### config.mk
export PLATFORM = sky130hd
export DESIGN_NAME = utf8_to_code_point_decoder_core
export DESIGN_NICKNAME = d
export VERILOG_FILES = /design/src/rtl/utf8d_pkg.sv /design/src/rtl/utf8_to_code_point_decoder_core.sv /design/src/rtl/utf8d_csr.sv /design/src/rtl/utf8d_parse.sv /design/src/rtl/utf8d_emit.sv
export SDC_FILE = /design/constraint.sdc
export NUM_CORES = 1
export LEC_CHECK = 0
export ABC_CLOCK_PERIOD_IN_PS = 5000
export BUFFER_PORTS_ARGS = -buffer_cell sky130_fd_sc_hd__buf_4
export CELL_PAD_IN_SITES_DETAIL_PLACEMENT = 1
export CELL_PAD_IN_SITES_GLOBAL_PLACEMENT = 2
export CORE_MARGIN = 2
export CORE_UTILIZATION = 36
export CTS_BUF_LIST = sky130_fd_sc_hd__clkbuf_4
export DETAILED_ROUTE_END_ITERATION = 8
export MAX_ROUTING_LAYER = met4
export PLACE_DENSITY_LB_ADDON = 0.08
export SLEW_MARGIN = 20
export SYNTH_ARGS = -nofsm -noshare
export SYNTH_HDL_FRONTEND = slang
export SYNTH_SLANG_ARGS = --single-unit
### constraint.sdc
create_clock -name clock -period 5 [get_ports clock]
set_input_delay 1 -clock clock [delete_from_list [all_inputs] [get_ports clock]]
set_output_delay 1 -clock clock [all_outputs]
set_load 0.01 [all_outputs]
### src/rtl/utf8d_pkg.sv
// ----------------------------------------------------------------------------
// utf8d_pkg
// Shared types, constants and value checks for the UTF-8 decoder core.
// ----------------------------------------------------------------------------
package utf8d_pkg;

   // field widths
   localparam int CpWidth    = 21;
   localparam int AccWidth   = 31;
   localparam int CountWidth = 3;
   localparam int TotalWidth = 32;
   localparam int CsrAddrWidth = 3;
   localparam int CsrDataWidth = 32;

   // register indexes on the configuration port
   localparam logic RegMaxCodePoint   = 1'b0;
   localparam logic RegReplacementChr = 1'b1;

   // register reset values
   localparam logic [CpWidth-1:0] MaxCodePointReset = 21'h10FFFF;
   localparam logic [CpWidth-1:0] ReplacementReset  = 21'h00FFFD;

   // special code points
   localparam logic [AccWidth-1:0] BomCp        = 31'h0000FEFF;
   localparam logic [AccWidth-1:0] SurrogateLo  = 31'h0000D800;
   localparam logic [AccWidth-1:0] SurrogateHi  = 31'h0000DFFF;
   localparam logic [AccWidth-1:0] NoncharLo    = 31'h0000FDD0;
   localparam logic [AccWidth-1:0] NoncharHi    = 31'h0000FDEF;

   // work left for the output side after one input item
   typedef struct packed {
      logic [CountWidth-1:0] reps;    // replacement results, sent first
      logic                  has_val; // one plain code point after them
      logic [CpWidth-1:0]    val;
   } plan_type;

   // smallest value allowed for a sequence with this many continuation bytes
   function automatic logic [AccWidth-1:0] min_value(input logic [CountWidth-1:0] need);
      logic [AccWidth-1:0] m;
      case (need)
         3'd1:    m = 31'h00000080;
         3'd2:    m = 31'h00000800;
         3'd3:    m = 31'h00010000;
         3'd4:    m = 31'h00200000;
         3'd5:    m = 31'h04000000;
         default: m = '0;
      endcase
      return m;
   endfunction

   // overlong, surrogate, noncharacter or above the configured maximum
   function automatic logic rejected(input logic [AccWidth-1:0]   v,
                                     input logic [CountWidth-1:0] need,
                                     input logic [CpWidth-1:0]    max_cp);
      logic bad;
      bad = (v < min_value(need))
         || ((v >= SurrogateLo) && (v <= SurrogateHi))
         || ((v >= NoncharLo) && ((v <= NoncharHi) || (v[15:1] == 15'h7FFF)))
         || (v > {{(AccWidth-CpWidth){1'b0}}, max_cp});
      return bad;
   endfunction

endpackage

### src/rtl/utf8_to_code_point_decoder_core.sv
// ----------------------------------------------------------------------------
// utf8_to_code_point_decoder_core
// UTF-8 byte stream to code point decoder with replacement of invalid input.
//
//   channel  direction  handshake           payload
//   req      in         req_valid/stall     data_byte
//   rsp      out        rsp_valid/stall     code_point, replaced, invalid_total,
//                                           last
//   csr      in         APB-style           max_code_point, replacement_char
//
// One byte is taken per cycle unless the input is held; a byte giving k results
// holds the input while the result register sends them one per cycle when the
// output is not stalled. A byte passes through the plan register, then the result
// register. Reset is synchronous and clears the control state of both registers;
// their payload fields are not reset. A stalled result holds in the result register
// while the next item's plan waits in the plan register.
// ----------------------------------------------------------------------------
module utf8_to_code_point_decoder_core
   import utf8d_pkg::*;
(
   input  logic                    clock,
   input  logic                    reset,
   input  logic                    req_valid,
   output logic                    req_stall,
   input  logic [7:0]              req_data_byte,
   output logic                    rsp_valid,
   input  logic                    rsp_stall,
   output logic [CpWidth-1:0]      rsp_code_point,
   output logic                    rsp_replaced,
   output logic [TotalWidth-1:0]   rsp_invalid_total,
   output logic                    rsp_last,
   input  logic                    csr_psel,
   input  logic                    csr_penable,
   input  logic                    csr_pwrite,
   input  logic [CsrAddrWidth-1:0] csr_paddr,
   input  logic [CsrDataWidth-1:0] csr_pwdata,
   output logic [CsrDataWidth-1:0] csr_prdata,
   output logic                    csr_pready
);

   logic               accept;
   logic               plan_busy;
   logic [CpWidth-1:0] max_cp;
   logic [CpWidth-1:0] rep_char;
   plan_type           plan;

   assign req_stall = plan_busy;
   assign accept    = req_valid && !plan_busy;

   // configuration registers
   utf8d_csr u_csr (
      .clock       (clock),
      .reset       (reset),
      .csr_psel    (csr_psel),
      .csr_penable (csr_penable),
      .csr_pwrite  (csr_pwrite),
      .csr_paddr   (csr_paddr),
      .csr_pwdata  (csr_pwdata),
      .csr_prdata  (csr_prdata),
      .csr_pready  (csr_pready),
      .max_cp      (max_cp),
      .rep_char    (rep_char)
   );

   // byte decode and sequence state
   utf8d_parse u_parse (
      .clock     (clock),
      .reset     (reset),
      .accept    (accept),
      .data_byte (req_data_byte),
      .max_cp    (max_cp),
      .plan      (plan)
   );

   // result sequencing
   utf8d_emit u_emit (
      .clock             (clock),
      .reset             (reset),
      .accept            (accept),
      .plan              (plan),
      .rep_char          (rep_char),
      .plan_busy         (plan_busy),
      .rsp_valid         (rsp_valid),
      .rsp_stall         (rsp_stall),
      .rsp_code_point    (rsp_code_point),
      .rsp_replaced      (rsp_replaced),
      .rsp_invalid_total (rsp_invalid_total),
      .rsp_last          (rsp_last)
   );

endmodule

### src/rtl/utf8d_csr.sv
// ----------------------------------------------------------------------------
// utf8d_csr
// Configuration registers on an APB-style port: maximum code point and
// replacement character.
// ----------------------------------------------------------------------------
module utf8d_csr
   import utf8d_pkg::*;
(
   input  logic                    clock,
   input  logic                    reset,
   input  logic                    csr_psel,
   input  logic                    csr_penable,
   input  logic                    csr_pwrite,
   input  logic [CsrAddrWidth-1:0] csr_paddr,
   input  logic [CsrDataWidth-1:0] csr_pwdata,
   output logic [CsrDataWidth-1:0] csr_prdata,
   output logic                    csr_pready,
   output logic [CpWidth-1:0]      max_cp,
   output logic [CpWidth-1:0]      rep_char
);

   logic [CpWidth-1:0] max_cp_ff;
   logic [CpWidth-1:0] rep_char_ff;
   logic               wr_en;
   logic               reg_sel;

   assign csr_pready = 1'b1;
   assign wr_en      = csr_psel & csr_penable & csr_pwrite;
   // word select; byte offset bits are ignored
   assign reg_sel    = csr_paddr[2];

   // register writes
   always_ff @(posedge clock) begin
      if (reset) begin
         max_cp_ff   <= MaxCodePointReset;
         rep_char_ff <= ReplacementReset;
      end else if (wr_en) begin
         if (reg_sel == RegMaxCodePoint) begin
            max_cp_ff <= csr_pwdata[CpWidth-1:0];
         end else begin
            rep_char_ff <= csr_pwdata[CpWidth-1:0];
         end
      end
   end

   // read back
   always_comb begin
      unique case (reg_sel)
         RegMaxCodePoint:   csr_prdata = {{(CsrDataWidth-CpWidth){1'b0}}, max_cp_ff};
         RegReplacementChr: csr_prdata = {{(CsrDataWidth-CpWidth){1'b0}}, rep_char_ff};
         default:           csr_prdata = '0;
      endcase
   end

   assign max_cp   = max_cp_ff;
   assign rep_char = rep_char_ff;

endmodule

### src/rtl/utf8d_parse.sv
// ----------------------------------------------------------------------------
// utf8d_parse
// Sequence state and byte decode: turns each accepted byte into a plan of
// replacement results and an optional code point.
// ----------------------------------------------------------------------------
module utf8d_parse
   import utf8d_pkg::*;
(
   input  logic               clock,
   input  logic               reset,
   input  logic               accept,
   input  logic [7:0]         data_byte,
   input  logic [CpWidth-1:0] max_cp,
   output plan_type           plan
);

   logic [AccWidth-1:0]   acc_ff,  acc_in;
   logic [CountWidth-1:0] need_ff, need_in;
   logic [CountWidth-1:0] seen_ff, seen_in;
   logic [AccWidth-1:0]   shifted;
   logic [CountWidth-1:0] seen_inc;
   logic                  lead_go;
   plan_type              plan_c;

   assign shifted  = {acc_ff[AccWidth-7:0], data_byte[5:0]};
   assign seen_inc = seen_ff + 3'd1;

   // continuation handling, then fresh lead byte decode
   always_comb begin
      acc_in  = acc_ff;
      need_in = need_ff;
      seen_in = seen_ff;
      plan_c  = '0;
      lead_go = 1'b0;

      if (need_ff != '0) begin
         if (data_byte[7:6] == 2'b10) begin
            acc_in  = shifted;
            seen_in = seen_inc;
            if (seen_inc >= need_ff) begin
               acc_in  = '0;
               need_in = '0;
               seen_in = '0;
               if (shifted == BomCp) begin
                  plan_c = '0;
               end else if (rejected(shifted, need_ff, max_cp)) begin
                  plan_c.reps = need_ff + 3'd1;
               end else begin
                  plan_c.has_val = 1'b1;
                  plan_c.val     = shifted[CpWidth-1:0];
               end
            end
         end else begin
            // broken sequence: one replacement per byte so far
            plan_c.reps = seen_ff + 3'd1;
            acc_in      = '0;
            lead_go     = 1'b1;
         end
      end else begin
         lead_go = 1'b1;
      end

      if (lead_go) begin
         need_in = '0;
         seen_in = '0;
         if (data_byte[7] == 1'b0) begin
            plan_c.has_val = 1'b1;
            plan_c.val     = {{(CpWidth-8){1'b0}}, data_byte};
         end else if (data_byte[7:5] == 3'b110) begin
            acc_in  = {{(AccWidth-5){1'b0}}, data_byte[4:0]};
            need_in = 3'd1;
         end else if (data_byte[7:4] == 4'b1110) begin
            acc_in  = {{(AccWidth-4){1'b0}}, data_byte[3:0]};
            need_in = 3'd2;
         end else if (data_byte[7:3] == 5'b11110) begin
            acc_in  = {{(AccWidth-3){1'b0}}, data_byte[2:0]};
            need_in = 3'd3;
         end else if (data_byte[7:2] == 6'b111110) begin
            acc_in  = {{(AccWidth-2){1'b0}}, data_byte[1:0]};
            need_in = 3'd4;
         end else if (data_byte[7:1] == 7'b1111110) begin
            acc_in  = {{(AccWidth-1){1'b0}}, data_byte[0]};
            need_in = 3'd5;
         end else begin
            // stray continuation or 0xFE / 0xFF
            plan_c.reps = plan_c.reps + 3'd1;
         end
      end
   end

   // state update on each accepted item
   always_ff @(posedge clock) begin
      if (reset) begin
         acc_ff  <= '0;
         need_ff <= '0;
         seen_ff <= '0;
      end else if (accept) begin
         acc_ff  <= acc_in;
         need_ff <= need_in;
         seen_ff <= seen_in;
      end
   end

   assign plan = plan_c;

endmodule

### src/rtl/utf8d_emit.sv
// ----------------------------------------------------------------------------
// utf8d_emit
// Plan register and result register: sends the results of one item one per
// cycle unless stalled and keeps the saturating replacement count.
// ----------------------------------------------------------------------------
module utf8d_emit
   import utf8d_pkg::*;
(
   input  logic                  clock,
   input  logic                  reset,
   input  logic                  accept,
   input  plan_type              plan,
   input  logic [CpWidth-1:0]    rep_char,
   output logic                  plan_busy,
   output logic                  rsp_valid,
   input  logic                  rsp_stall,
   output logic [CpWidth-1:0]    rsp_code_point,
   output logic                  rsp_replaced,
   output logic [TotalWidth-1:0] rsp_invalid_total,
   output logic                  rsp_last
);

   logic [CountWidth-1:0] reps_ff,  reps_in;
   logic                  hval_ff,  hval_in;
   logic [CpWidth-1:0]    val_ff;
   logic [TotalWidth-1:0] cnt_ff,   cnt_in;
   logic                  out_vld_ff, out_vld_in;
   logic [CpWidth-1:0]    out_cp_ff;
   logic                  out_rep_ff;
   logic [TotalWidth-1:0] out_tot_ff;
   logic                  out_last_ff;
   logic                  out_free;
   logic                  pend_empty;
   logic                  pend_single;
   logic                  emit;
   logic                  emit_rep;

   assign out_free    = !out_vld_ff || !rsp_stall;
   assign pend_empty  = (reps_ff == '0) && !hval_ff;
   assign pend_single = ((reps_ff == 3'd1) && !hval_ff) || ((reps_ff == '0) && hval_ff);
   assign emit        = out_free && !pend_empty;
   assign emit_rep    = reps_ff != '0;

   // input open once the plan register drains this cycle
   assign plan_busy = !(pend_empty || (pend_single && out_free));

   // next plan and counter
   always_comb begin
      reps_in    = reps_ff;
      hval_in    = hval_ff;
      cnt_in     = cnt_ff;
      out_vld_in = out_vld_ff;
      if (out_free) begin
         out_vld_in = emit;
      end
      if (emit) begin
         if (emit_rep) begin
            reps_in = reps_ff - 3'd1;
            if (cnt_ff != '1) begin
               cnt_in = cnt_ff + 32'd1;
            end
         end else begin
            hval_in = 1'b0;
         end
      end
      if (accept) begin
         reps_in = plan.reps;
         hval_in = plan.has_val;
      end
   end

   // control registers
   always_ff @(posedge clock) begin
      if (reset) begin
         reps_ff    <= '0;
         hval_ff    <= 1'b0;
         cnt_ff     <= '0;
         out_vld_ff <= 1'b0;
      end else begin
         reps_ff    <= reps_in;
         hval_ff    <= hval_in;
         cnt_ff     <= cnt_in;
         out_vld_ff <= out_vld_in;
      end
   end

   // payload registers
   always_ff @(posedge clock) begin
      if (accept) begin
         val_ff <= plan.val;
      end
      if (emit) begin
         out_cp_ff   <= emit_rep ? rep_char : val_ff;
         out_rep_ff  <= emit_rep;
         out_tot_ff  <= cnt_in;
         out_last_ff <= pend_single;
      end
   end

   assign rsp_valid         = out_vld_ff;
   assign rsp_code_point    = out_cp_ff;
   assign rsp_replaced      = out_rep_ff;
   assign rsp_invalid_total = out_tot_ff;
   assign rsp_last          = out_last_ff;

   // an empty plan register never holds off the input
   a_open_when_empty: assert property (@(posedge clock) disable iff (reset)
      pend_empty |-> !plan_busy)
      else $error("input held off with no pending results");

   // a plain code point is always the final result of its item
   a_value_is_last: assert property (@(posedge clock) disable iff (reset)
      (out_vld_ff && !out_rep_ff) |-> out_last_ff)
      else $error("plain result not marked last");

   // replacement count never goes down
   a_count_monotonic: assert property (@(posedge clock) disable iff (reset)
      1'b1 |=> (cnt_ff >= $past(cnt_ff)))
      else $error("replacement count decreased");

   // a replacement result carries a nonzero running total
   a_rep_counted: assert property (@(posedge clock) disable iff (reset)
      (out_vld_ff && out_rep_ff) |-> (out_tot_ff != '0))
      else $error("replacement without count");

endmodule
Word-level counts from Yosys, hierarchy flattened --
Cells that the tools add are included.
Word-level totals: input port bits 50, register bits after elaboration 192, output and inout port bits 90, word-level logic and storage cells 136
Operators by class: bitwise gates (word level) 3, $lt $le $gt $ge 7, eq/ne operators 16, mux-type cells 57, add/subtract/negate cells 5, reduce and logical (&&, ||, !) cells 34
Operator list (count):
- two-way mux 31 bit | 14
- case mux 27 bit (5 select lines) | 1
- two-way mux 25 bit | 4
- two-way mux 32 bit | 3
- two-way mux 3 bit | 25
- two-way mux 22 bit | 3
- case mux 32 bit (2 select lines) | 1
- greater-or-equal comparator 31 x 16 -> 1 bit (second input constant) | 2
- <= comparator 31 x 16 -> 1 bit (second input constant) | 2
- adder 32 x 1 -> 32 bit (second input constant) | 1
- != test 32 bit (second input constant) | 1
- == test 31 x 16 -> 1 bit (second input constant) | 1
- > comparator 31 x 21 -> 1 bit | 1
- less-than comparator 31 bit | 1
- two-way mux 21 bit | 1
- == test 15 bit (second input constant) | 1
- nonzero test 2 bit | 5
- adder 3 x 1 -> 3 bit (second input constant) | 3
- == test 3 bit (second input constant) | 3
- logical AND 1 bit | 8
- AND reduction 2 bit | 4
- == test 7 bit (second input constant) | 1
- logical OR 1 bit | 7
- == test 3 x 1 -> 1 bit (second input constant) | 2
- 16 further kinds | 27

Longest topological paths before layout --
depth in word-level cells 24, depth in mapped cells 16, gate-level depth less buffers 16

Modules after synthesis --
Synthesis repeated with hierarchy kept, for this count alone.
Unflattened totals: cell total of the unflattened synthesis 874, area total of the unflattened synthesis 9201.3 um^2
Modules (own cells, without submodules):
- utf8d_emit | cells an instance 340, seq. area each 3022.9 um^2, times used 1, area an instance 4599.4 um^2
- utf8d_parse | cells an instance 331, seq. area each 620.6 um^2, times used 1, area an instance 2577.5 um^2
- utf8d_csr | cells an instance 202, seq. area each 840.8 um^2, times used 1, area an instance 2010.7 um^2
- utf8_to_code_point_decoder_core | cells an instance 1, seq. area each 0.0 um^2, times used 1, area an instance 13.8 um^2

Least setup slack after synthesis --
Ideal clock, no wire load.
path type reg-to-reg, start register u_emit.reps_ff[0], end register u_emit.out_cp_ff[0] (netlist: u_emit.rsp_code_point[0]), enable pin, data arrival time 3.738 ns, setup slack 0.776 ns, data required time 4.514 ns, cell stages (with the launch flop) 8, path buffers 1, period minus slack after synthesis 4.224 ns, library setup time 0.486 ns, cells stage by stage dfxtp_1 inv_1 ha_1 nor2b_1 clkbuf_1 inv_1 nor2_1 a21oi_1
Between the ends: word-level cells in the longest chain between the ends 4
Ends and longest elaborated chain:
- from (decl) | line utf8d_emit.sv:23 | logic [CountWidth-1:0] reps_ff, reps_in;
- from (signal assigned) | line utf8d_emit.sv:80 | reps_ff <= reps_in;
- logical NOT 3 bit | line utf8d_emit.sv:39 | assign pend_empty = (reps_ff == '0) && !hval_ff;
- logical AND 1 bit | line utf8d_emit.sv:39
- logical NOT 1 bit | line utf8d_emit.sv:41 | assign emit = out_free && !pend_empty;
- logical AND 1 bit | line utf8d_emit.sv:41
- via u_emit.emit | line utf8d_emit.sv:35 | logic emit;
- to (signal assigned) | line utf8d_emit.sv:93 | out_cp_ff <= emit_rep ? rep_char : val_ff;
- to (decl) | line utf8d_emit.sv:28 | logic [CpWidth-1:0] out_cp_ff;
The timed path passes the listed nets, and every way through them passes these cells. A chain may end at the register's enable or synchronous reset.

Final worst setup path --
start register u_parse.acc_ff[16], end register u_emit.reps_ff[2]
Between the ends: word-level cells in the longest chain between the ends 19, elaborated cells on any way between the ends 27, classes of those cells 1 x add/sub; 6 x order compare; 1 x eq/ne; 13 x mux; 6 x reduce/logical
Ends and longest elaborated chain:
- from (decl) | line utf8d_parse.sv:17 | logic [AccWidth-1:0] acc_ff, acc_in;
- from (signal assigned) | line utf8d_parse.sv:98 | acc_ff <= acc_in;
- greater-or-equal comparator 31 x 16 -> 1 bit, or another cell as far along | line utf8d_pkg.sv:57 | || ((v >= SurrogateLo) && (v <= SurrogateHi))
- logical AND 1 bit / logical OR 1 bit (equally long branches) | line utf8d_pkg.sv:57, utf8d_pkg.sv:58
- logical OR 1 bit / logical AND 1 bit (equally long branches) | line utf8d_pkg.sv:57, utf8d_pkg.sv:58
- logical OR 1 bit | line utf8d_pkg.sv:58 | || ((v >= NoncharLo) && ((v <= NoncharHi) || (v[15:1] == 15'h7FFF)))
- logical OR 1 bit | line utf8d_pkg.sv:59 | || (v > {{(AccWidth-CpWidth){1'b0}}, max_cp});
- two-way mux 3 bit | line utf8d_parse.sv:46 | end else if (rejected(shifted, need_ff, max_cp)) begin
- two-way mux 25 bit (*) | line utf8d_parse.sv:44 | if (shifted == BomCp) begin
- two-way mux 25 bit (*) | line utf8d_parse.sv:40 | if (seen_inc >= need_ff) begin
- [... 3 more ...]
- two-way mux 3 bit | line utf8d_parse.sv:81 | end else if (data_byte[7:1] == 7'b1111110) begin
- two-way mux 3 bit | line utf8d_parse.sv:78 | end else if (data_byte[7:2] == 6'b111110) begin
- two-way mux 3 bit | line utf8d_parse.sv:75 | end else if (data_byte[7:3] == 5'b11110) begin
- two-way mux 3 bit | line utf8d_parse.sv:72 | end else if (data_byte[7:4] == 4'b1110) begin
- two-way mux 3 bit | line utf8d_parse.sv:69 | end else if (data_byte[7:5] == 3'b110) begin
- two-way mux 3 bit | line utf8d_parse.sv:66 | if (data_byte[7] == 1'b0) begin
- two-way mux 25 bit (*) | line utf8d_parse.sv:63 | if (lead_go) begin
- two-way mux 3 bit (*) | line utf8d_emit.sv:66 | if (accept) begin
Mark *: on every way between the ends. The rest lies on a longest branch, timed or not.

==> insert_results.sql <==
INSERT INTO impl_metrics (metric_group, metric, value, unit) VALUES
('power', 'leakage', '4.22', 'nW'),
('global_routing', 'grt_max_degree', '71', ''),
('clock_tree', 'cts_resized', '0', ''),
('clock_tree', 'tritoncts.num_buffers', '17', ''),
('status', 'status', 'finished, final reports clean', ''),
('sta', 'hold-worst-slack', '489', 'ps'),
('synth', 'most_instantiated_flip_flop_cell_in_the_synthesis_netlist', 'sky130_fd_sc_hd__dfxtp_1', ''),
('detailed_routing', 'drt_first_pass_iters', '4', ''),
('power', 'netSwitchingFraction', '0.358', ''),
('clock_tree', 'ctsLongestPathBuffers', '2', ''),
('detailed_routing', 'wl_per_cell', '17.2', 'um'),
('setup_path', 'critPathMaxStageDelay', '610', 'ps'),
('synth', 'synth.ff_latch_count', '186', ''),
('power', 'portion_of_total_power_attributed_to_the_clock_network', '0.198', ''),
('final_layout', 'fin_area', '10100', 'um2'),
('setup_path', 'most_frequent_cell_on_the_critical_path', 'sky130_fd_sc_hd__or4_1', ''),
('die', 'chip_height', '159', 'um'),
('synth', 'synth_cell_type_count', '50', ''),
('synth', 'ys_async_sr_fraction', '0', ''),
('detailed_routing', 'detailroute.via_count', '6697', ''),
('synth', 'synth-edff-count', '76', ''),
('power', 'p_per_area', '447', 'nW/um2'),
('setup_path', 'endpoint_kind', 'flop', ''),
('setup_path', 'chain_of_cells_forming_the_critical_path', 'or4_1 > or4_1 > or4_1 > or4_4 > a21o_4 > a31oi_1 > nor2_1 > ha_1 > o211ai_1 > mux2_2 > nor3_1 > a2111oi_0', ''),
('sta', 'timing.slew.headroom', '0.288', ''),
('clock_tree', 'cts_max_level', '4', ''),
('synth', 'synth_warnings', '0', ''),
('setup_path', 'logic_depth_of_the_worst_register_to_register_path', '12', ''),
('global_routing', 'antenna_violations_before_repair', '1', ''),
('setup_path', 'worst-endpoint-arrival', '4630', 'ps'),
('clock_tree', 'clock_tree_from_tritoncts', 'yes', ''),
('setup_path', 'startpoint_type', 'flop', ''),
('sta', 'rsz0062_at_grt', 'false', ''),
('clock_tree', 'tritoncts_sinks', '186', ''),
('global_routing', 'congestion_overflow_gr', '0', ''),
('detailed_routing', 'vias_per_cell', '5.02', ''),
('global_routing', 'gr-usage-met3', '0.0234', ''),
('global_routing', 'wire_length_of_the_first_global_routing_pass', '37300', 'um'),
('global_routing', 'grt_util_all_layers', '0.191', ''),
('final_layout', 'fillCellCount', '2753', ''),
('final_layout', 'post_route_cells_drive_above_1_share', '0.167', ''),
('final_layout', 'number_of_nets_in_the_final_layout', '1090', ''),
('final_layout', 'final_cells', '1334', ''),
('sta', 'setup_viol_count_final', '0', ''),
('die', 'floorplan.die_area', '25300', 'um2'),
('power', 'total_switching_power', '1.62', 'mW'),
('sta', 'upper_clock_frequency_limit', '238', 'MHz'),
('final_layout', 'most_frequent_cells_in_the_layout', 'sky130_fd_sc_hd__nand2_1, sky130_fd_sc_hd__buf_4, sky130_fd_sc_hd__dfxtp_1, sky130_fd_sc_hd__edfxtp_1, sky130_fd_sc_hd__nor2_1', ''),
('setup_path', 'cpMaxStageDelayCell', 'sky130_fd_sc_hd__or4_1', ''),
('global_routing', 'globalRoute.busiestLayer', 'met2', ''),
('setup_path', 'critPathMaxFanout', '7', ''),
('clock_tree', 'postCtsSetupRepairBufs', '0', ''),
('setup_path', 'crit_start', 'u_parse.acc_ff[16]', ''),
('setup_path', 'critical_path.reg2reg.endpoint', 'u_emit.reps_ff[2]', ''),
('sta', 'final-max-slew-violation-count', '0', ''),
('run', 'max_cap_violations', '0', ''),
('synth', 'synth_sequential_area_ratio', '0.519', ''),
('clock_tree', 'cts-root-buf', 'sky130_fd_sc_hd__clkbuf_4', ''),
('detailed_routing', 'initial_drt_markers', '341', ''),
('global_routing', 'global_route.usage.met1', '0.262', ''),
('synth', 'netlist_area', '8640', 'um2'),
('die', 'placeableCoreArea', '23500', 'um2'),
('global_routing', 'grt_util_met2', '0.302', ''),
('power', 'power.internal', '2.90', 'mW'),
('final_layout', 'flow.area_growth_from_synthesis', '16.9', '%'),
('global_routing', 'first_global_vias', '6684', ''),
('hold_path', 'hold_path_class', 'reg2reg', ''),
('final_layout', 'finalCoreUtilization', '0.429', ''),
('power', 'vdd.ir_drop.worst', '0.252', 'mV'),
('detailed_routing', 'drc', '0', ''),
('hold_path', 'launch_point_of_the_worst_hold_path', 'u_csr.rep_char[1]', '');
-- Yosys cell counts (3+ instances only) --
library cell	n	area share
sky130_fd_sc_hd__o211ai_1	5	0.0043
sky130_fd_sc_hd__nor2b_1	37	0.027
sky130_fd_sc_hd__a31oi_1	4	0.0029
sky130_fd_sc_hd__edfxtp_1	76	0.26
sky130_fd_sc_hd__ha_1	39	0.056
sky130_fd_sc_hd__buf_1	3	0.0013
sky130_fd_sc_hd__nand3b_1	18	0.016
sky130_fd_sc_hd__nand3_1	17	0.0098
sky130_fd_sc_hd__nand4_1	19	0.014
sky130_fd_sc_hd__and3_1	4	0.0029
sky130_fd_sc_hd__a21o_1	6	0.0052
sky130_fd_sc_hd__and4_1	5	0.0051
sky130_fd_sc_hd__and2_1	25	0.018
sky130_fd_sc_hd__a21oi_1	25	0.014
sky130_fd_sc_hd__nand2_1	173	0.075
sky130_fd_sc_hd__mux2i_1	6	0.0069
sky130_fd_sc_hd__clkbuf_1	35	0.015
sky130_fd_sc_hd__mux2_2	3	0.0039
sky130_fd_sc_hd__xnor2_1	24	0.024
sky130_fd_sc_hd__or4_1	7	0.0061
sky130_fd_sc_hd__o21ai_0	33	0.019
sky130_fd_sc_hd__buf_4	12	0.010
sky130_fd_sc_hd__a22oi_1	23	0.020
sky130_fd_sc_hd__dfxtp_1	110	0.25
sky130_fd_sc_hd__a211oi_1	5	0.0043
sky130_fd_sc_hd__inv_1	38	0.017
sky130_fd_sc_hd__xor2_1	11	0.011
sky130_fd_sc_hd__nor3_1	9	0.0052
sky130_fd_sc_hd__nor2_1	71	0.031
sky130_fd_sc_hd__a32oi_1	5	0.0051
sky130_fd_sc_hd__a211o_1	17	0.017
sky130_fd_sc_hd__nor4_1	8	0.0058
-- critical path: cells and delay by family, from the launching register on --
family | cells | cell delay, ps
multiplexers | 1 | 360
adder cells (fa/ha/maj) | 1 | 220
AND/OR/NAND/NOR | 6 | 2440
AO/OA/AOI/OAI | 4 | 640
flip-flops | 1 | 390
-- worst max-delay path by stage --
stage                     slack, ps  cells past startpoint                        to
after global placement          880                     14         u_emit.reps_ff[2]
final                           790                     12         u_emit.reps_ff[2]
after global routing            570                     12         u_emit.reps_ff[2]
after detailed placement        840                     12         u_emit.reps_ff[2]
after floorplan                 780                      7  u_emit.rsp_code_point[0]
after CTS                       790                     12         u_emit.reps_ff[2]
-- final cells by class --
type / count / area, um2 / area share
clock buffer: 17 / 128 / 0.0126
clock inverter: 15 / 183 / 0.0181
timing repair buffer: 125 / 938 / 0.0928
antenna: 1 / 2.50 / 0.000248
tap: 319 / 399 / 0.0395
inverter: 39 / 146 / 0.0145
multi-input combinational: 632 / 3830 / 0.379
sequential: 186 / 4480 / 0.444
-- state kept, by name, indices dropped and copies added, names as in the netlist --
signal / count
u_csr.rep_char: 21
u_parse.seen_ff: 3
u_emit.rsp_last: 1
u_emit.val_ff: 21
u_emit.rsp_code_point: 21
u_emit.rsp_invalid_total: 32
u_emit.reps_ff: 3
u_parse.need_ff: 3
u_parse.acc_ff: 25
u_emit.rsp_replaced: 1
u_emit.cnt_ff: 32
u_emit.rsp_valid: 1
u_csr.max_cp: 21
u_emit.hval_ff: 1
-- cell families (layout without fill, tap and decap cells) --
family                     after synthesis  after routing  share of synthesized area
xor gates and xnor gates                35             35                     0.0355
muxes                                    9              9                     0.0109
other                                    2             13                   0.000869
AOI/OAI and AO/OA                      133            133                      0.106
adders and majority gates               39             39                     0.0564
and+or+nand+nor                        404            404                      0.226
buffers and inverters                   90            196                     0.0452
DFF                                    186            186                      0.519
-- power groups by stage --
stage	combinational (mW)	sequential [mW]	clock [mW]
final	1.46	2.17	0.896
after global routing	1.63	2.20	0.989
after CTS	1.50	2.17	0.934
after detailed placement	1.50	2.21	0
after global placement	1.48	2.20	0
after floorplan	0.674	2.33	0
-- layer usage --
metal | up-vias | part of all wire
met5 | - | 0
met4 | 0 | 0.0097
met3 | 14 | 0.029
met2 | 97 | 0.47
met1 | 3282 | 0.49
li1 | 3304 | -
-- through the flow --
| stage | setup slack, ps | power [mW] |
|---|---|---|
| final | 790 | 4.52 |
| after global routing | 569 | 4.82 |
| after CTS | 785 | 4.61 |
| after detailed placement | 837 | 3.70 |
| after global placement | 876 | 3.68 |
| after floorplan | 776 | 3.00 |
No activity file was read; power rests on OpenSTA's default activity.
